File: src/sv/bbs_pkg.sv
// ----------------------------------------------------------------------------
// bbs_pkg
// Shared types, codes and constants of the bracket body scanner.
// ----------------------------------------------------------------------------
`default_nettype none

package bbs_pkg;

   // default parameter values
   localparam int NEST_DEPTH_DEF = 16;
   localparam int LINE_BITS_DEF  = 20;

   // fixed port widths
   localparam int FUNC_BITS     = 2;
   localparam int CHAR_BITS     = 8;
   localparam int IN_LINE_BITS  = 20;
   localparam int KIND_BITS     = 2;
   localparam int CODE_BITS     = 3;
   localparam int OUT_LINE_BITS = 20;

   // queue between front and back
   localparam int QUEUE_DEPTH = 2;
   localparam int QPTR_BITS   = $clog2(QUEUE_DEPTH);
   localparam int QCNT_BITS   = $clog2(QUEUE_DEPTH + 1);

   // request functions
   localparam logic [FUNC_BITS-1:0] FUNC_START = 2'd0;
   localparam logic [FUNC_BITS-1:0] FUNC_CHAR  = 2'd1;
   localparam logic [FUNC_BITS-1:0] FUNC_EOF   = 2'd2;

   // characters
   localparam logic [CHAR_BITS-1:0] CH_NL     = 8'h0A;
   localparam logic [CHAR_BITS-1:0] CH_SPACE  = 8'h20;
   localparam logic [CHAR_BITS-1:0] CH_HASH   = 8'h23;
   localparam logic [CHAR_BITS-1:0] CH_QUOTE  = 8'h27;
   localparam logic [CHAR_BITS-1:0] CH_LPAREN = 8'h28;
   localparam logic [CHAR_BITS-1:0] CH_RPAREN = 8'h29;
   localparam logic [CHAR_BITS-1:0] CH_LBRACE = 8'h7B;
   localparam logic [CHAR_BITS-1:0] CH_RBRACE = 8'h7D;

   // classified operations
   localparam int OP_BITS = 4;
   typedef logic [OP_BITS-1:0] op_type;
   localparam op_type OP_NONE   = 4'd0;
   localparam op_type OP_START  = 4'd1;
   localparam op_type OP_EOF    = 4'd2;
   localparam op_type OP_NL     = 4'd3;
   localparam op_type OP_HASH   = 4'd4;
   localparam op_type OP_QUOTE  = 4'd5;
   localparam op_type OP_LBRACE = 4'd6;
   localparam op_type OP_LPAREN = 4'd7;
   localparam op_type OP_RPAREN = 4'd8;
   localparam op_type OP_RBRACE = 4'd9;
   localparam op_type OP_OTHER  = 4'd10;

   // result kinds
   localparam logic [KIND_BITS-1:0] KIND_CHAR = 2'd0;
   localparam logic [KIND_BITS-1:0] KIND_ERR  = 2'd1;
   localparam logic [KIND_BITS-1:0] KIND_DONE = 2'd2;
   localparam logic [KIND_BITS-1:0] KIND_FAIL = 2'd3;

   // error codes
   localparam logic [CODE_BITS-1:0] ERR_NONE       = 3'd0;
   localparam logic [CODE_BITS-1:0] ERR_STRAY      = 3'd1;
   localparam logic [CODE_BITS-1:0] ERR_PAREN      = 3'd2;
   localparam logic [CODE_BITS-1:0] ERR_BRACE      = 3'd3;
   localparam logic [CODE_BITS-1:0] ERR_EOF_COMM   = 3'd4;
   localparam logic [CODE_BITS-1:0] ERR_EOF_STRING = 3'd5;
   localparam logic [CODE_BITS-1:0] ERR_DEEP       = 3'd6;

   // scan modes
   localparam int MODE_BITS = 2;
   localparam logic [MODE_BITS-1:0] MODE_IDLE    = 2'd0;
   localparam logic [MODE_BITS-1:0] MODE_BODY    = 2'd1;
   localparam logic [MODE_BITS-1:0] MODE_COMMENT = 2'd2;
   localparam logic [MODE_BITS-1:0] MODE_STRING  = 2'd3;

   typedef struct packed {
      op_type                  op;
      logic [CHAR_BITS-1:0]    ch;
      logic [IN_LINE_BITS-1:0] start_line;
   } item_type;

   function automatic logic [QPTR_BITS-1:0] next_qptr(input logic [QPTR_BITS-1:0] ptr);
      logic [QPTR_BITS-1:0] nxt;
      if (ptr == QPTR_BITS'(QUEUE_DEPTH - 1)) begin
         nxt = '0;
      end else begin
         nxt = ptr + 1'b1;
      end
      return nxt;
   endfunction

endpackage

`default_nettype wire

File: src/sv/bbs_front.sv
// ----------------------------------------------------------------------------
// bbs_front
// Accepts request transfers, classifies each byte and queues the items.
// ----------------------------------------------------------------------------
`default_nettype none

module bbs_front (
   input  wire                                 clock,
   input  wire                                 reset,
   input  wire                                 req_valid,
   output logic                                req_stall,
   input  wire  [bbs_pkg::FUNC_BITS-1:0]       req_func,
   input  wire  [bbs_pkg::CHAR_BITS-1:0]       req_ch,
   input  wire  [bbs_pkg::IN_LINE_BITS-1:0]    req_start_line,
   output logic                                q_valid,
   output bbs_pkg::item_type                   q_item,
   input  wire                                 q_pop
);

   bbs_pkg::item_type               entry_ff [bbs_pkg::QUEUE_DEPTH];
   logic [bbs_pkg::QPTR_BITS-1:0]   wr_ptr_ff, wr_ptr_in;
   logic [bbs_pkg::QPTR_BITS-1:0]   rd_ptr_ff, rd_ptr_in;
   logic [bbs_pkg::QCNT_BITS-1:0]   count_ff, count_in;
   bbs_pkg::item_type               cls_item;
   logic                            push;
   logic                            pop;

   always_comb begin
      cls_item.ch         = req_ch;
      cls_item.start_line = req_start_line;
      unique case (req_func)
         bbs_pkg::FUNC_START: cls_item.op = bbs_pkg::OP_START;
         bbs_pkg::FUNC_EOF:   cls_item.op = bbs_pkg::OP_EOF;
         bbs_pkg::FUNC_CHAR: begin
            unique case (req_ch)
               bbs_pkg::CH_NL:     cls_item.op = bbs_pkg::OP_NL;
               bbs_pkg::CH_HASH:   cls_item.op = bbs_pkg::OP_HASH;
               bbs_pkg::CH_QUOTE:  cls_item.op = bbs_pkg::OP_QUOTE;
               bbs_pkg::CH_LBRACE: cls_item.op = bbs_pkg::OP_LBRACE;
               bbs_pkg::CH_LPAREN: cls_item.op = bbs_pkg::OP_LPAREN;
               bbs_pkg::CH_RPAREN: cls_item.op = bbs_pkg::OP_RPAREN;
               bbs_pkg::CH_RBRACE: cls_item.op = bbs_pkg::OP_RBRACE;
               default:            cls_item.op = bbs_pkg::OP_OTHER;
            endcase
         end
         default:             cls_item.op = bbs_pkg::OP_NONE;
      endcase
   end

   assign req_stall = (count_ff == bbs_pkg::QCNT_BITS'(bbs_pkg::QUEUE_DEPTH));
   assign q_valid   = (count_ff != '0);
   assign q_item    = entry_ff[rd_ptr_ff];
   assign push      = req_valid & ~req_stall;
   assign pop       = q_pop & q_valid;

   always_comb begin
      wr_ptr_in = push ? bbs_pkg::next_qptr(wr_ptr_ff) : wr_ptr_ff;
      rd_ptr_in = pop  ? bbs_pkg::next_qptr(rd_ptr_ff) : rd_ptr_ff;
      count_in  = count_ff;
      if (push & ~pop) begin
         count_in = count_ff + 1'b1;
      end else if (pop & ~push) begin
         count_in = count_ff - 1'b1;
      end
   end

   always_ff @(posedge clock) begin
      if (reset) begin
         wr_ptr_ff <= '0;
         rd_ptr_ff <= '0;
         count_ff  <= '0;
      end else begin
         wr_ptr_ff <= wr_ptr_in;
         rd_ptr_ff <= rd_ptr_in;
         count_ff  <= count_in;
      end
   end

   always_ff @(posedge clock) begin
      if (push) begin
         entry_ff[wr_ptr_ff] <= cls_item;
      end
   end

endmodule

`default_nettype wire

File: src/sv/bbs_back.sv
// ----------------------------------------------------------------------------
// bbs_back
// Scan state, nesting stacks, drain sequencer and the response register.
// ----------------------------------------------------------------------------
`default_nettype none

module bbs_back #(
   parameter int NEST_DEPTH = bbs_pkg::NEST_DEPTH_DEF,
   parameter int LINE_BITS  = bbs_pkg::LINE_BITS_DEF
) (
   input  wire                                 clock,
   input  wire                                 reset,
   input  wire                                 q_valid,
   input  bbs_pkg::item_type                   q_item,
   output logic                                q_pop,
   output logic                                rsp_valid,
   input  wire                                 rsp_stall,
   output logic [bbs_pkg::KIND_BITS-1:0]       rsp_kind,
   output logic [bbs_pkg::CHAR_BITS-1:0]       rsp_out_char,
   output logic [bbs_pkg::CODE_BITS-1:0]       rsp_error_code,
   output logic [bbs_pkg::OUT_LINE_BITS-1:0]   rsp_error_line,
   output logic                                rsp_last
);

   localparam int DEPTH_BITS = $clog2(NEST_DEPTH + 1);
   localparam int IDX_BITS   = $clog2(NEST_DEPTH);

   localparam logic [1:0] ST_RUN     = 2'd0;
   localparam logic [1:0] ST_DRAIN_P = 2'd1;
   localparam logic [1:0] ST_DRAIN_B = 2'd2;
   localparam logic [1:0] ST_FINAL   = 2'd3;

   logic [1:0]                        state_ff, state_in;
   logic [bbs_pkg::MODE_BITS-1:0]     mode_ff, mode_in;
   logic [LINE_BITS-1:0]              line_ff, line_in;
   logic [DEPTH_BITS-1:0]             pdepth_ff, pdepth_in;
   logic [DEPTH_BITS-1:0]             bdepth_ff, bdepth_in;
   logic                              drain_b_ff, drain_b_in;
   logic [bbs_pkg::KIND_BITS-1:0]     fin_kind_ff, fin_kind_in;
   logic [LINE_BITS-1:0]              pstack_ff [NEST_DEPTH];
   logic [LINE_BITS-1:0]              bstack_ff [NEST_DEPTH];

   logic                              rsp_valid_ff, rsp_valid_in;
   logic [bbs_pkg::KIND_BITS-1:0]     kind_ff;
   logic [bbs_pkg::CHAR_BITS-1:0]     char_ff;
   logic [bbs_pkg::CODE_BITS-1:0]     code_ff;
   logic [bbs_pkg::OUT_LINE_BITS-1:0] eline_ff;
   logic                              last_ff;

   logic                              out_free;
   logic                              emit;
   logic [bbs_pkg::KIND_BITS-1:0]     e_kind;
   logic [bbs_pkg::CHAR_BITS-1:0]     e_char;
   logic [bbs_pkg::CODE_BITS-1:0]     e_code;
   logic [LINE_BITS-1:0]              e_line;
   logic                              e_last;
   logic                              p_we, b_we;
   logic [IDX_BITS-1:0]               p_widx, b_widx;
   logic [LINE_BITS-1:0]              b_wdata;
   logic [LINE_BITS-1:0]              line_inc;
   logic [LINE_BITS-1:0]              start_val;
   logic [LINE_BITS+bbs_pkg::IN_LINE_BITS-1:0]  start_ext;
   logic [LINE_BITS+bbs_pkg::OUT_LINE_BITS-1:0] eline_ext;
   logic [IDX_BITS-1:0]               p_top, b_top;
   logic [DEPTH_BITS-1:0]             pdepth_dec, bdepth_dec;

   assign out_free   = ~rsp_valid_ff | ~rsp_stall;
   assign line_inc   = (&line_ff) ? line_ff : line_ff + 1'b1;
   assign start_ext  = {{LINE_BITS{1'b0}}, q_item.start_line};
   assign start_val  = start_ext[LINE_BITS-1:0];
   assign pdepth_dec = pdepth_ff - 1'b1;
   assign bdepth_dec = bdepth_ff - 1'b1;
   assign p_top      = pdepth_dec[IDX_BITS-1:0];
   assign b_top      = bdepth_dec[IDX_BITS-1:0];
   assign eline_ext  = {{bbs_pkg::OUT_LINE_BITS{1'b0}}, e_line};

   always_comb begin
      state_in    = state_ff;
      mode_in     = mode_ff;
      line_in     = line_ff;
      pdepth_in   = pdepth_ff;
      bdepth_in   = bdepth_ff;
      drain_b_in  = drain_b_ff;
      fin_kind_in = fin_kind_ff;
      q_pop       = 1'b0;
      emit        = 1'b0;
      e_kind      = bbs_pkg::KIND_CHAR;
      e_char      = '0;
      e_code      = bbs_pkg::ERR_NONE;
      e_line      = '0;
      e_last      = 1'b1;
      p_we        = 1'b0;
      b_we        = 1'b0;
      p_widx      = pdepth_ff[IDX_BITS-1:0];
      b_widx      = bdepth_ff[IDX_BITS-1:0];
      b_wdata     = line_ff;

      unique case (state_ff)
         ST_RUN: begin
            if (q_valid && out_free) begin
               q_pop = 1'b1;
               priority if (q_item.op == bbs_pkg::OP_START) begin
                  line_in   = start_val;
                  pdepth_in = '0;
                  bdepth_in = DEPTH_BITS'(1);
                  b_we      = 1'b1;
                  b_widx    = '0;
                  b_wdata   = start_val;
                  mode_in   = bbs_pkg::MODE_BODY;
               end else if (q_item.op == bbs_pkg::OP_NONE) begin
               end else if (q_item.op == bbs_pkg::OP_EOF) begin
                  if (mode_ff == bbs_pkg::MODE_BODY) begin
                     drain_b_in  = 1'b1;
                     fin_kind_in = bbs_pkg::KIND_FAIL;
                     state_in    = ST_DRAIN_P;
                     mode_in     = bbs_pkg::MODE_IDLE;
                  end else if (mode_ff != bbs_pkg::MODE_IDLE) begin
                     emit        = 1'b1;
                     e_kind      = bbs_pkg::KIND_ERR;
                     e_code      = (mode_ff == bbs_pkg::MODE_COMMENT) ?
                                   bbs_pkg::ERR_EOF_COMM : bbs_pkg::ERR_EOF_STRING;
                     e_line      = line_ff;
                     e_last      = 1'b0;
                     fin_kind_in = bbs_pkg::KIND_FAIL;
                     state_in    = ST_FINAL;
                     mode_in     = bbs_pkg::MODE_IDLE;
                  end
               end else if (mode_ff == bbs_pkg::MODE_COMMENT) begin
                  if (q_item.op == bbs_pkg::OP_NL) begin
                     emit    = 1'b1;
                     e_char  = bbs_pkg::CH_SPACE;
                     line_in = line_inc;
                     mode_in = bbs_pkg::MODE_BODY;
                  end
               end else if (mode_ff == bbs_pkg::MODE_STRING) begin
                  emit   = 1'b1;
                  e_char = q_item.ch;
                  if (q_item.op == bbs_pkg::OP_NL) begin
                     line_in = line_inc;
                  end else if (q_item.op == bbs_pkg::OP_QUOTE) begin
                     mode_in = bbs_pkg::MODE_BODY;
                  end
               end else if (mode_ff == bbs_pkg::MODE_BODY) begin
                  unique case (q_item.op)
                     bbs_pkg::OP_NL: begin
                        emit    = 1'b1;
                        e_char  = bbs_pkg::CH_SPACE;
                        line_in = line_inc;
                     end
                     bbs_pkg::OP_HASH: begin
                        mode_in = bbs_pkg::MODE_COMMENT;
                     end
                     bbs_pkg::OP_QUOTE: begin
                        emit    = 1'b1;
                        e_char  = q_item.ch;
                        mode_in = bbs_pkg::MODE_STRING;
                     end
                     bbs_pkg::OP_LBRACE: begin
                        emit = 1'b1;
                        if (bdepth_ff == DEPTH_BITS'(NEST_DEPTH)) begin
                           e_kind      = bbs_pkg::KIND_ERR;
                           e_code      = bbs_pkg::ERR_DEEP;
                           e_line      = line_ff;
                           e_last      = 1'b0;
                           fin_kind_in = bbs_pkg::KIND_FAIL;
                           state_in    = ST_FINAL;
                           mode_in     = bbs_pkg::MODE_IDLE;
                        end else begin
                           e_char    = q_item.ch;
                           b_we      = 1'b1;
                           bdepth_in = bdepth_ff + 1'b1;
                        end
                     end
                     bbs_pkg::OP_LPAREN: begin
                        emit = 1'b1;
                        if (pdepth_ff == DEPTH_BITS'(NEST_DEPTH)) begin
                           e_kind      = bbs_pkg::KIND_ERR;
                           e_code      = bbs_pkg::ERR_DEEP;
                           e_line      = line_ff;
                           e_last      = 1'b0;
                           fin_kind_in = bbs_pkg::KIND_FAIL;
                           state_in    = ST_FINAL;
                           mode_in     = bbs_pkg::MODE_IDLE;
                        end else begin
                           e_char    = q_item.ch;
                           p_we      = 1'b1;
                           pdepth_in = pdepth_ff + 1'b1;
                        end
                     end
                     bbs_pkg::OP_RPAREN: begin
                        emit = 1'b1;
                        if (pdepth_ff == '0) begin
                           e_kind = bbs_pkg::KIND_ERR;
                           e_code = bbs_pkg::ERR_STRAY;
                           e_line = line_ff;
                        end else begin
                           e_char    = q_item.ch;
                           pdepth_in = pdepth_dec;
                        end
                     end
                     bbs_pkg::OP_RBRACE: begin
                        if (bdepth_ff <= DEPTH_BITS'(1)) begin
                           bdepth_in = '0;
                           mode_in   = bbs_pkg::MODE_IDLE;
                           if (pdepth_ff != '0) begin
                              drain_b_in  = 1'b0;
                              fin_kind_in = bbs_pkg::KIND_DONE;
                              state_in    = ST_DRAIN_P;
                           end else begin
                              emit   = 1'b1;
                              e_kind = bbs_pkg::KIND_DONE;
                           end
                        end else begin
                           emit      = 1'b1;
                           e_char    = q_item.ch;
                           bdepth_in = bdepth_dec;
                        end
                     end
                     default: begin
                        emit   = 1'b1;
                        e_char = q_item.ch;
                     end
                  endcase
               end else begin
                  // idle: dropped
               end
            end
         end
         ST_DRAIN_P: begin
            if (out_free) begin
               if (pdepth_ff != '0) begin
                  emit      = 1'b1;
                  e_kind    = bbs_pkg::KIND_ERR;
                  e_code    = bbs_pkg::ERR_PAREN;
                  e_line    = pstack_ff[p_top];
                  e_last    = 1'b0;
                  pdepth_in = pdepth_dec;
               end else begin
                  state_in = drain_b_ff ? ST_DRAIN_B : ST_FINAL;
               end
            end
         end
         ST_DRAIN_B: begin
            if (out_free) begin
               if (bdepth_ff != '0) begin
                  emit      = 1'b1;
                  e_kind    = bbs_pkg::KIND_ERR;
                  e_code    = bbs_pkg::ERR_BRACE;
                  e_line    = bstack_ff[b_top];
                  e_last    = 1'b0;
                  bdepth_in = bdepth_dec;
               end else begin
                  state_in = ST_FINAL;
               end
            end
         end
         default: begin
            if (out_free) begin
               emit     = 1'b1;
               e_kind   = fin_kind_ff;
               state_in = ST_RUN;
            end
         end
      endcase

      rsp_valid_in = out_free ? emit : rsp_valid_ff;
   end

   always_ff @(posedge clock) begin
      if (reset) begin
         state_ff     <= ST_RUN;
         mode_ff      <= bbs_pkg::MODE_IDLE;
         line_ff      <= '0;
         pdepth_ff    <= '0;
         bdepth_ff    <= '0;
         drain_b_ff   <= 1'b0;
         fin_kind_ff  <= bbs_pkg::KIND_FAIL;
         rsp_valid_ff <= 1'b0;
      end else begin
         state_ff     <= state_in;
         mode_ff      <= mode_in;
         line_ff      <= line_in;
         pdepth_ff    <= pdepth_in;
         bdepth_ff    <= bdepth_in;
         drain_b_ff   <= drain_b_in;
         fin_kind_ff  <= fin_kind_in;
         rsp_valid_ff <= rsp_valid_in;
      end
   end

   // stacks and response payload: no reset
   always_ff @(posedge clock) begin
      if (p_we) begin
         pstack_ff[p_widx] <= line_ff;
      end
      if (b_we) begin
         bstack_ff[b_widx] <= b_wdata;
      end
      if (out_free && emit) begin
         kind_ff  <= e_kind;
         char_ff  <= e_char;
         code_ff  <= e_code;
         eline_ff <= eline_ext[bbs_pkg::OUT_LINE_BITS-1:0];
         last_ff  <= e_last;
      end
   end

   assign rsp_valid      = rsp_valid_ff;
   assign rsp_kind       = kind_ff;
   assign rsp_out_char   = char_ff;
   assign rsp_error_code = code_ff;
   assign rsp_error_line = eline_ff;
   assign rsp_last       = last_ff;

endmodule

`default_nettype wire

File: src/sv/bracket_body_scanner_top.sv
// ----------------------------------------------------------------------------
// bracket_body_scanner_top
// Throughput: one item per cycle while the response side does not stall; a drain
// handles the item, then reports each stack entry, passes through each stack
// phase and gives the outcome; an overflow or end of input in a comment or string
// gives an error and then the outcome.
// Reset: synchronous, clears mode, line, depths and queue; stacks keep contents.
// ----------------------------------------------------------------------------
`default_nettype none

module bracket_body_scanner_top #(
   parameter int NEST_DEPTH = bbs_pkg::NEST_DEPTH_DEF,
   parameter int LINE_BITS  = bbs_pkg::LINE_BITS_DEF
) (
   input  wire                                 clock,
   input  wire                                 reset,
   input  wire                                 req_valid,
   output logic                                req_stall,
   input  wire  [bbs_pkg::FUNC_BITS-1:0]       req_func,
   input  wire  [bbs_pkg::CHAR_BITS-1:0]       req_ch,
   input  wire  [bbs_pkg::IN_LINE_BITS-1:0]    req_start_line,
   output logic                                rsp_valid,
   input  wire                                 rsp_stall,
   output logic [bbs_pkg::KIND_BITS-1:0]       rsp_kind,
   output logic [bbs_pkg::CHAR_BITS-1:0]       rsp_out_char,
   output logic [bbs_pkg::CODE_BITS-1:0]       rsp_error_code,
   output logic [bbs_pkg::OUT_LINE_BITS-1:0]   rsp_error_line,
   output logic                                rsp_last
);

   logic              q_valid;
   logic              q_pop;
   bbs_pkg::item_type q_item;

   bbs_front u_front (
      .clock          (clock),
      .reset          (reset),
      .req_valid      (req_valid),
      .req_stall      (req_stall),
      .req_func       (req_func),
      .req_ch         (req_ch),
      .req_start_line (req_start_line),
      .q_valid        (q_valid),
      .q_item         (q_item),
      .q_pop          (q_pop)
   );

   bbs_back #(
      .NEST_DEPTH (NEST_DEPTH),
      .LINE_BITS  (LINE_BITS)
   ) u_back (
      .clock          (clock),
      .reset          (reset),
      .q_valid        (q_valid),
      .q_item         (q_item),
      .q_pop          (q_pop),
      .rsp_valid      (rsp_valid),
      .rsp_stall      (rsp_stall),
      .rsp_kind       (rsp_kind),
      .rsp_out_char   (rsp_out_char),
      .rsp_error_code (rsp_error_code),
      .rsp_error_line (rsp_error_line),
      .rsp_last       (rsp_last)
   );

endmodule

`default_nettype wire
File: config.mk
export PLATFORM = sky130hd
export DESIGN_NAME = bracket_body_scanner_top
export DESIGN_NICKNAME = d
export VERILOG_FILES = /design/src/sv/bbs_pkg.sv /design/src/sv/bbs_front.sv /design/src/sv/bbs_back.sv /design/src/sv/bracket_body_scanner_top.sv
export SDC_FILE = /design/constraint.sdc
export NUM_CORES = 1
export LEC_CHECK = 0
export BUFFER_PORTS_ARGS = -buffer_cell sky130_fd_sc_hd__buf_2
export CORE_MARGIN = 2
export CORE_UTILIZATION = 62
export DETAILED_ROUTE_END_ITERATION = 12
export GPL_TIMING_DRIVEN = 0
export HOLD_SLACK_MARGIN = 0.02
export PLACE_DENSITY = 0.79
export SLEW_MARGIN = 0
export SYNTH_ARGS = -nofsm -noshare
export SYNTH_HDL_FRONTEND = slang
export SYNTH_SLANG_ARGS = --single-unit
File: constraint.sdc
create_clock -name clock -period 9.83 [get_ports clock]
set_clock_uncertainty 0.1 [all_clocks]
set_input_delay 1.966 -clock clock [delete_from_list [all_inputs] [get_ports clock]]
set_output_delay 1.966 -clock clock [all_outputs]
set_load 0.01 [all_outputs]
# == After elaboration in Yosys (flattened, before gate mapping) ==
# Memory sizes are Yosys's and may differ from the RTL's. A register that Yosys moved wholly into a read port is not among the register bits.
# Cells that the tools add are included.
# op_classes
n_addsub,9
n_lt_le_gt_ge,1
n_eq_ne,69
mux,228
bitwise_logic,14
n_reduce_logical,32
# op_table
op,n
$mux W20,27
$pmux W20 S3,2
$mux W2,56
$mux W5,22
$mux W1,78
$mux W8,7
$pmux W8 S6,1
$pmux W5 S2,4
$mux W3,13
$eq A8 B6 Y1 const B,4
$pmux W4 S7,1
$ne A4 B3 Y1 const B,6
$pmux W2 S3,4
$reduce_and A12 Y1,2
$reduce_bool A2 Y1,11
$ne A3 B1 Y1 const B,7
$add A20 B1 Y20 const B,1
$ne A4 B2 Y1 const B,5
$reduce_and A20 Y1,1
$ne A2 B1 Y1 const B,9
$ne A3 B2 Y1 const B,6
$ne A6 B1 Y1 const B,3
$pmux W3 S3,2
$reduce_and A17 Y1,1
other kinds (40),80
# totals
reg_bits,76
mem_bits_rw,704
inputBits,34
out_inout_bits,36
word_cells,372
n_memories,3
# mem_list
memory,depth,word_bits,read_ports,rd_ports_with_merged_regs,write_ports,line,rtl
u_back.bstack_ff,16,20,1,0,1,bbs_back.sv:41,logic [LINE_BITS-1:0] bstack_ff [NEST_DEPTH];
u_back.pstack_ff,16,20,1,0,1,bbs_back.sv:40,logic [LINE_BITS-1:0] pstack_ff [NEST_DEPTH];
u_front.entry_ff,2,32,1,1,1,bbs_front.sv:20,bbs_pkg::item_type entry_ff [bbs_pkg::QUEUE_DEPTH];

# == Longest topological paths before layout ==
# Gate-level depths: netlist (run 1).
# logic_depth
depth_word,13
mapped_depth,13
mapped_depth_nobuf,9

# == Hierarchy ==
# From an unflattened synthesis (run 1), not the netlist that was laid out.
# unflattened
cells_unflattened,1759
hier_area_um2,31918.1
# by_module_without_submodules
module,instances,cells_each,area_each_um2,seq_area_each_um2
bbs_back,1,1611,29213.0,20980.1
bbs_front,1,148,2705.1,2021.9

# == Worst setup path after synthesis (run 1) ==
# OpenSTA, ideal clock, no wires.
# synth_path
kind,input port to flip-flop
startpoint,in rsp_stall
endpoint,"reg u_back.code_ff (netlist bit u_back.rsp_error_code[0]), enable pin"
setup_ns,0.425
t_arrival_ns,4.316
t_required_ns,9.305
slack_ns,4.989
cell_stages,6
n_path_buf,0
cell_sequence,o2bb2ai_1 -> nor2_1 -> o21ai_1 -> a21oi_1 -> a21oi_1 -> nor2_1
# synth_between
elab_chain_len,6
elab_cells_between_ends,9
cone_classes,mux: 5; bitwise: 2; reduce/logical: 2
# synth_rtl
element,line,rtl
start: declaration,bracket_body_scanner_top.sv:23,"input wire rsp_stall,"
$not A1 Y1 *,bbs_back.sv:67,assign out_free = ~rsp_valid_ff | ~rsp_stall;
$or A1 B1 Y1 *,bbs_back.sv:67,
$logic_and A1 B1 Y1,bbs_back.sv:100,if (q_valid && out_free) begin
$mux W1,bbs_back.sv:100,
$pmux W1 S3,bbs_back.sv:98,unique case (state_ff)
$logic_and A1 B1 Y1 *,bbs_back.sv:299,if (out_free && emit) begin
end signal: assignment,bbs_back.sv:302,code_ff <= e_code;
end: declaration,bbs_back.sv:46,logic [bbs_pkg::CODE_BITS-1:0] code_ff;
# Mark *: on every way between the ends. The rest lies on a longest branch, timed or not.
# A chain may end at the register's enable or synchronous reset.

# == Final worst setup path (run 1) ==
# layout_path
startpoint,reg u_back.pdepth_ff[0]
endpoint,"mem u_back.pstack_ff[1][10] (netlist name), enable pin"
# layout_between
elab_chain_len,13
# layout_rtl
element,line,rtl
start: declaration,bbs_back.sv:36,"logic [DEPTH_BITS-1:0] pdepth_ff, pdepth_in;"
start signal: assignment,bbs_back.sv:283,pdepth_ff <= pdepth_in;
$eq A5 B5 Y1,bbs_back.sv:176,if (pdepth_ff == DEPTH_BITS'(NEST_DEPTH)) begin
$mux W1,bbs_back.sv:176,
$mux W1,bbs_back.sv:144,unique case (q_item.op)
$mux W1,bbs_back.sv:143,end else if (mode_ff == bbs_pkg::MODE_BODY) begin
$mux W1,bbs_back.sv:135,end else if (mode_ff == bbs_pkg::MODE_STRING) begin
$mux W1,bbs_back.sv:128,end else if (mode_ff == bbs_pkg::MODE_COMMENT) begin
$mux W1,bbs_back.sv:111,end else if (q_item.op == bbs_pkg::OP_EOF) begin
$mux W1,bbs_back.sv:110,end else if (q_item.op == bbs_pkg::OP_NONE) begin
$mux W1,bbs_back.sv:102,priority if (q_item.op == bbs_pkg::OP_START) begin
$mux W1,bbs_back.sv:100,
$mux W1,bbs_back.sv:98,
$mux W1,bbs_back.sv:293,if (p_we) begin
$mux W1 (implied by the code),bbs_back.sv:294,pstack_ff[p_widx] <= line_ff;
end: declaration,bbs_back.sv:40,
# Parallel ways exist; a longest one is shown, timed or not.

==> results of run 1 <==
-- logic make-up (layout without fill, tap and decap cells) --
kind of cell / after synthesis / count (layout) / share of synthesized area
xor+xnor: 10 / 10 / 0.002742
other cells: 0 / 1 / 0
mux: 279 / 279 / 0.1511
flops: 780 / 780 / 0.7202
compound gates: 236 / 236 / 0.05215
fa+ha+maj: 15 / 15 / 0.005877
buf+inv: 112 / 344 / 0.01485
simple gates: 338 / 338 / 0.05305
-- cell usage after synthesis, drive strengths merged, types with 15 or more instances --
cell type / count / area [sq um]
o22a: 21 / 183.9
and2: 21 / 131.4
o21ai: 56 / 284.0
mux2i: 94 / 940.9
mux4: 160 / 3603
dfxtp: 42 / 840.8
inv: 17 / 63.81
ha: 15 / 187.7
a31oi: 22 / 137.6
a32o: 16 / 160.2
nor2: 93 / 351.6
nand2: 92 / 345.3
nor3: 21 / 105.1
nand3: 26 / 130.1
clkbuf: 58 / 217.7
a21oi: 53 / 272.8
buf: 36 / 188.9
mux2: 25 / 281.5
edfxtp: 738 / 22160
-- power groups by stage --
stage          Clock [mW]  Sequential [mW]  Combinational (mW)
2_1_floorplan           0             3.85                1.27
3_3_place_gp            0             3.86                1.87
3_5_place_dp            0             3.86                1.93
4_1_cts              2.80             3.79                1.95
5_1_grt              2.92             3.79                2.06
6_report             2.78             3.79                1.96
-- stage by stage --
stage | total power [mW] | worst slack (ps) | utilization
final | 8.527 | 4580 | 0.7045
after global routing | 8.772 | 4373 | 0.7044
after CTS | 8.535 | 4585 | 0.7044
after detailed placement | 5.783 | 4198 | 0.6588
after global placement | 5.727 | 3030 | 0.6484
after floorplan | 5.122 | 4989 | -
-- routing by layer --
metal  global-route usage  wire length [um]  vias to the layer above
met4               0.1393              3542                        2
met5                    0                12                        -
li1                     -                 -                     7558
met3              0.05657              7199                      196
met2               0.4845             38480                     1115
met1               0.4158             29510                     9197
-- registers in the layout, summed over array words and instances (netlist names), 3 cells and up, named ones only --
register,flops
u_back.line_ff,20
u_back.pdepth_ff,5
u_front.entry_ff,64
u_back.rsp_error_code,3
u_back.rsp_out_char,8
u_back.pstack_ff,320
u_back.rsp_error_line,20
u_back.bstack_ff,320
u_back.bdepth_ff,5
-- worst max-delay path, cell delays in order, from the launching register on --
cell	delay, ps
dfxtp_1	360
clkbuf_1	270
buf_2	390
buf_1	670
inv_1	200
ha_1	340
nor4bb_1	230
nor3_1	420
nand3_1	320
nor3_1	400
and2_1	1100
-- layout by cell type, fill, tap and decap left out, types with 7 or more instances in the layout --
| cell | count |
|---|---|
| clkinv_2 | 14 |
| nand2b_1 | 8 |
| or3_1 | 9 |
| clkbuf_16 | 77 |
| clkbuf_1 | 71 |
| buf_2 | 88 |
| and3_1 | 8 |
| edfxtp_1 | 738 |
| nor2_1 | 76 |
| nor3b_1 | 8 |
| dfxtp_1 | 42 |
| nor3_1 | 20 |
| mux2i_1 | 94 |
| o22a_1 | 21 |
| buf_8 | 12 |
| inv_1 | 17 |
| a32o_1 | 16 |
| nor2_2 | 15 |
| a31oi_1 | 22 |
| nand2_1 | 92 |
| a21oi_1 | 51 |
| mux2_2 | 25 |
| mux4_2 | 160 |
| nand3_1 | 26 |
| o21ai_1 | 21 |
| and2_1 | 20 |
| o21ai_0 | 33 |
| ha_1 | 15 |
| buf_1 | 11 |
| clkinv_1 | 11 |
| buf_4 | 16 |
| a211oi_1 | 7 |
-- worst paths after layout --
check	startpoint	endpoint	slack [ps]	cells after the start
worst max-delay path	u_back.pdepth_ff[0]	u_back.pstack_ff[1][10]	4580	10
worst max register to register	u_back.pdepth_ff[0]	u_back.pstack_ff[1][10]	4580	10
worst min register to register	u_back.drain_b_ff	u_back.drain_b_ff	380	2
worst min-delay path	u_back.drain_b_ff	u_back.drain_b_ff	380	2
-- layout make-up --
type                            instances  area, sq um  share of cell area
Sequential cell                       780        23000              0.6391
Tap cell                              680        850.8             0.02364
Multi-Input combinational cell        878         8521              0.2367
Buffer                                 94        406.6             0.01130
Inverter                               18        67.56            0.001877
Timing Repair Buffer                  103        810.8             0.02253
Clock buffer                           93         2017             0.05604
Antenna cell                            1        2.502          0.00006952
Clock inverter                         36        315.3            0.008760
==> run_results.csv, run 1 <==
group,metric,value,unit
placement,gp_congestion,0.9556,
route,wirelength,78740,um
floorplan,die_w,231.0,um
clocking,clock_latency,620,ps
power_and_ir_drop,vdd_drop_max,0.1654,mV
power_and_ir_drop,power_frac_comb,0.230,
global_routing,grt_pass1_wl,116900,um
floorplan,io_pins,70,
placement,port_buffers,68,
floorplan,core,0.05109,sq mm
route,ant_nets,0,
clocking,cts_root_buf,"clkbuf_16",
clocking,postCtsResizedCells,0,
critical_path,cp-start-kind,"register",
synth,yosys_warnings,0,
layout,layout.cells.non_filler,2683,
clocking,cts.sinks,780,
timing,slew_viol_final,0,
synth,async_flop_share,0,
synth,synth-seq-area-share,0.7202,
clocking,cts_htree_levels,3,
layout,drive_above_1_share,0.2308,
timing,rsz0062_at_grt,"no",
route,vias,18070,
clocking,cts_tree,"done",
clocking,post_cts_buffers,0,
timing,worst_hold_slack,379.0,ps
global_routing,antenna_found_initial,3,
synth,syn_area,0.03194,sq mm
critical_path,crit_type,"reg -> reg",
critical_path,endpoint_kind,"register",
floorplan,std_cell_rows,83,
timing,final-setup-viol-count,0,
layout,fillers,3145,
synth,synth_edf_count,738,
route,drtIter0Drc,2411,
clocking,cts.reportedPaths.clkPinSlew,60,ps
run_status,outcome,"finished, final reports clean",
floorplan,die_h,231.0,um
timing,hold_violations,0,
placement,dp_hpwl,51980,um
synth,synthCells,1770,
global_routing,grt_max_degree,25,
min_path,hp-class,"reg -> reg",
layout,design_area,0.03599,sq mm
synth,ys_types,84,
synth,ys_ff_latch,780,
global_routing,grt_pass1_vias,18070,
route,drcViolationCount,0,
timing,slew_headroom,0.09078,
power_and_ir_drop,switchingPower,2.457,mW
placement,placed_cells,2553,
power_and_ir_drop,internal-power,6.070,mW
power_and_ir_drop,p_leak,11.83,nW
synth,synth_nets,1819,
run,max_cap_violations,0,
power_and_ir_drop,sw_frac_of_total,0.2881,
clocking,hold_buffers,0,
critical_path,required,9940,ps
timing,timing.fmax,190.5,MHz
power_and_ir_drop,p_clk_frac,0.326,
route,via_per_inst,6.734,
global_routing,grt_usage,0.3044,
synth,synth_top_flop_cell,"edfxtp_1",
timing,max_slew.worst_pin.slew,1364,ps
power_and_ir_drop,seqPwrFrac,0.444,
route,wl_per_cell,29.35,um
timing,post-route-period-util,0.5341,
synth,syn_avg_cell_area,18.04,sq um
timing,final.setup.tns,0,ps
floorplan,dieArea,0.05334,sq mm
clocking,cts_buffers,75,
timing,fin_crit,5250,ps
critical_path,arrival,5360,ps
floorplan,start_util,0.6251,
placement,placed_cell_area,0.03366,sq mm
critical_path,critical_path.max_fanout,20,
layout,area_growth,12.70,%
layout,fin_nets,1999,
global_routing,grt-ovfl-total,0,
power_and_ir_drop,power.density,236.9,mW/mm^2
route,first_pass_iters,8,
clocking,clk_path_buf_depth,3,
No activity file was read; power rests on OpenSTA's default activity.
==> run 2: changes to the inputs <==
Settings changed: CORE_UTILIZATION 62 to 56, PLACE_DENSITY 0.79 to 0.75.
Clock period 9.83 ns to 4.2 ns, I/O delays scaled along.
==> run 2 against run 1 <==
  * Fmax is 29% higher
  * Via count is 0.69% lower
  * Die area is 11% higher
  * First-iteration DRC count is 4.2% lower
  * Hold slack worse by 60 ps
  * Critical path type unchanged
  * Count of clock-buffer cells in the layout stayed put
  * Highest routed layer is now met4
==> run_results.csv, run 2 (same netlist as run 1, synthesis figures left out) <==
group,metric,value,unit
clocking,cts_root_buf,"clkbuf_16",
min_path,hp-class,"in -> reg",
layout,reg.largest.list,"u_back.bstack_ff (320), u_back.pstack_ff (320), u_front.entry_ff (64)",
power_and_ir_drop,p_leak,12.04,nW
layout,fillers,3799,
layout,design_area,0.03653,sq mm
critical_path,cp_cell_sequence,"buf_2 > buf_2 > inv_1 > ha_1 > nor4bb_1 > a211oi_1 > and3_1 > nand3_1 > nor2_2 > buf_16",
timing,post-route-period-util,0.9705,
critical_path,endpoint_kind,"register",
clocking,cts.sinks,780,
global_routing,grt_pass1_wl,115600,um
timing,fin_crit,4076,ps
route,vias,17940,
critical_path,crit_buf_inv,4,
critical_path,required,4420,ps
clocking,cts.reportedPaths.clkPinSlew,60,ps
run,max_cap_violations,0,
floorplan,dieArea,0.05896,sq mm
placement,port_buffers,68,
critical_path,slowest_delay,640,ps
floorplan,die_w,242.8,um
critical_path,cpMaxStageDelayCell,"nor2_2",
layout,area_growth,14.39,%
power_and_ir_drop,seqPwrFrac,0.435,
critical_path,crit_type,"reg -> reg",
power_and_ir_drop,sw_frac_of_total,0.2843,
clocking,cts_htree_levels,3,
clocking,clock_latency,620,ps
floorplan,die_h,242.8,um
critical_path,r2r_slack,120,ps
power_and_ir_drop,internal-power,14.56,mW
timing,timing.fmax,245.3,MHz
global_routing,grt_pass1_vias,17980,
placement,placed_cells,2628,
global_routing,grt_max_degree,25,
timing,slew_viol_final,0,
route,ant_nets,0,
layout,drive_above_1_share,0.2582,
timing,rsz0062_at_grt,"yes",
timing,max_slew.worst_pin.slew,1239,ps
route,first_pass_iters,6,
placement,dp_hpwl,52400,um
power_and_ir_drop,p_clk_frac,0.338,
layout,antennaDiodeCount,0,
placement,gp_congestion,0.9863,
critical_path,critical_path.max_fanout,12,
floorplan,core,0.05639,sq mm
critical_path,arrival,4290,ps
power_and_ir_drop,vdd_drop_max,0.4179,mV
layout,final_common_cell,"edfxtp_1",
route,wirelength,78840,um
global_routing,grt-ovfl-total,0,
power_and_ir_drop,power_frac_comb,0.226,
layout,layout_common_cells,"edfxtp_1 (738), mux4_2 (160), mux2i_1 (94)",
timing,worst_hold_slack,319.4,ps
clocking,cts_buffers,77,
placement,placed_cell_area,0.03382,sq mm
route,wl_per_cell,28.50,um
critical_path,crit_family,"simple AND/OR/NAND/NOR gates",
global_routing,antenna_found_initial,0,
floorplan,io_pins,70,
route,drtIter0Drc,2310,
floorplan,start_util,0.5664,
critical_path,cp-start-kind,"register",
route,drcViolationCount,0,
timing,slew_headroom,0.1740,
floorplan,std_cell_rows,87,
power_and_ir_drop,power.density,556.9,mW/mm^2
layout,layout.cells.non_filler,2766,
timing,hold_violations,0,
timing,final-setup-viol-count,0,
power_and_ir_drop,switchingPower,5.785,mW
clocking,clk_path_buf_depth,3,
global_routing,grt_usage,0.2677,
critical_path,crit_top_cell,"buf_2",
run_status,outcome,"finished, final reports clean",
layout,fin_nets,2001,
route,via_per_inst,6.487,
clocking,cts_tree,"done",
[run 2: cell type report]
type	instances	area (sq um)	share of cell area
inverter	18	67.56	0.001849
multi-input combinational	880	8683	0.2377
sequential	780	23000	0.6296
buffer	92	427.9	0.01171
timing repair buffer	103	894.6	0.02449
clock inverter	44	419.2	0.01147
clock buffer	93	2092	0.05726
tap	756	945.9	0.02589
[run 2: worst reg2reg max path: cells and delay by family (launching register included)]
| kind | cells | cell delay [ps] |
|---|---|---|
| AND/OR/NAND/NOR | 4 | 1450 |
| buffers and inverters | 4 | 1140 |
| flip-flops | 1 | 500 |
| AO/OA/AOI/OAI | 1 | 330 |
| adder cells (fa/ha/maj) | 1 | 250 |
[run 2: what timing repair did]
action                     in CTS  in global routing
cloned                          0                  2
hold buffers                    0                  0
gates resized for setup        41                 44
pin swaps                       1                  2
setup endpoints to repair     573                469
setup buffers                   1                  0
[run 2: through the flow]
step	setup TNS [ps]	worst slack, ps	util	power (mW)
2_1_floorplan	0	270.1	-	11.99
3_3_place_gp	-617730	-1223	0.5893	13.39
3_5_place_dp	-285800	-892.3	0.5999	13.52
4_1_cts	0	0.7550	0.6455	20.37
5_1_grt	-1684	-68.60	0.6479	20.97
6_report	0	123.7	0.6479	20.35
[run 2: routing by layer]
metal | wire length, um | part of all wire | global-route usage
met5 | 0 | 0 | 0
met4 | 2775 | 0.035 | 0.1023
met2 | 38620 | 0.49 | 0.4361
met1 | 30250 | 0.38 | 0.3636
met3 | 7194 | 0.091 | 0.04954
[run 2: power by group through the flow]
stage	Combinational [mW]	Sequential [mW]	Clock (mW)
2_1_floorplan	2.97	9.02	0
3_3_place_gp	4.36	9.03	0
3_5_place_dp	4.50	9.02	0
4_1_cts	4.57	8.86	6.94
5_1_grt	4.84	8.88	7.25
6_report	4.60	8.86	6.88
[run 2: path summary, 6_finish.rpt]
kind,from,to,depth (start not counted)
setup / recovery,u_back.bdepth_ff[0],u_back.bstack_ff[15][14],10
hold / removal,req_start_line[2],u_front.entry_ff[0][2],1
setup reg to reg,u_back.bdepth_ff[0],u_back.bstack_ff[15][14],10
hold reg to reg,u_back.drain_b_ff,u_back.drain_b_ff,2
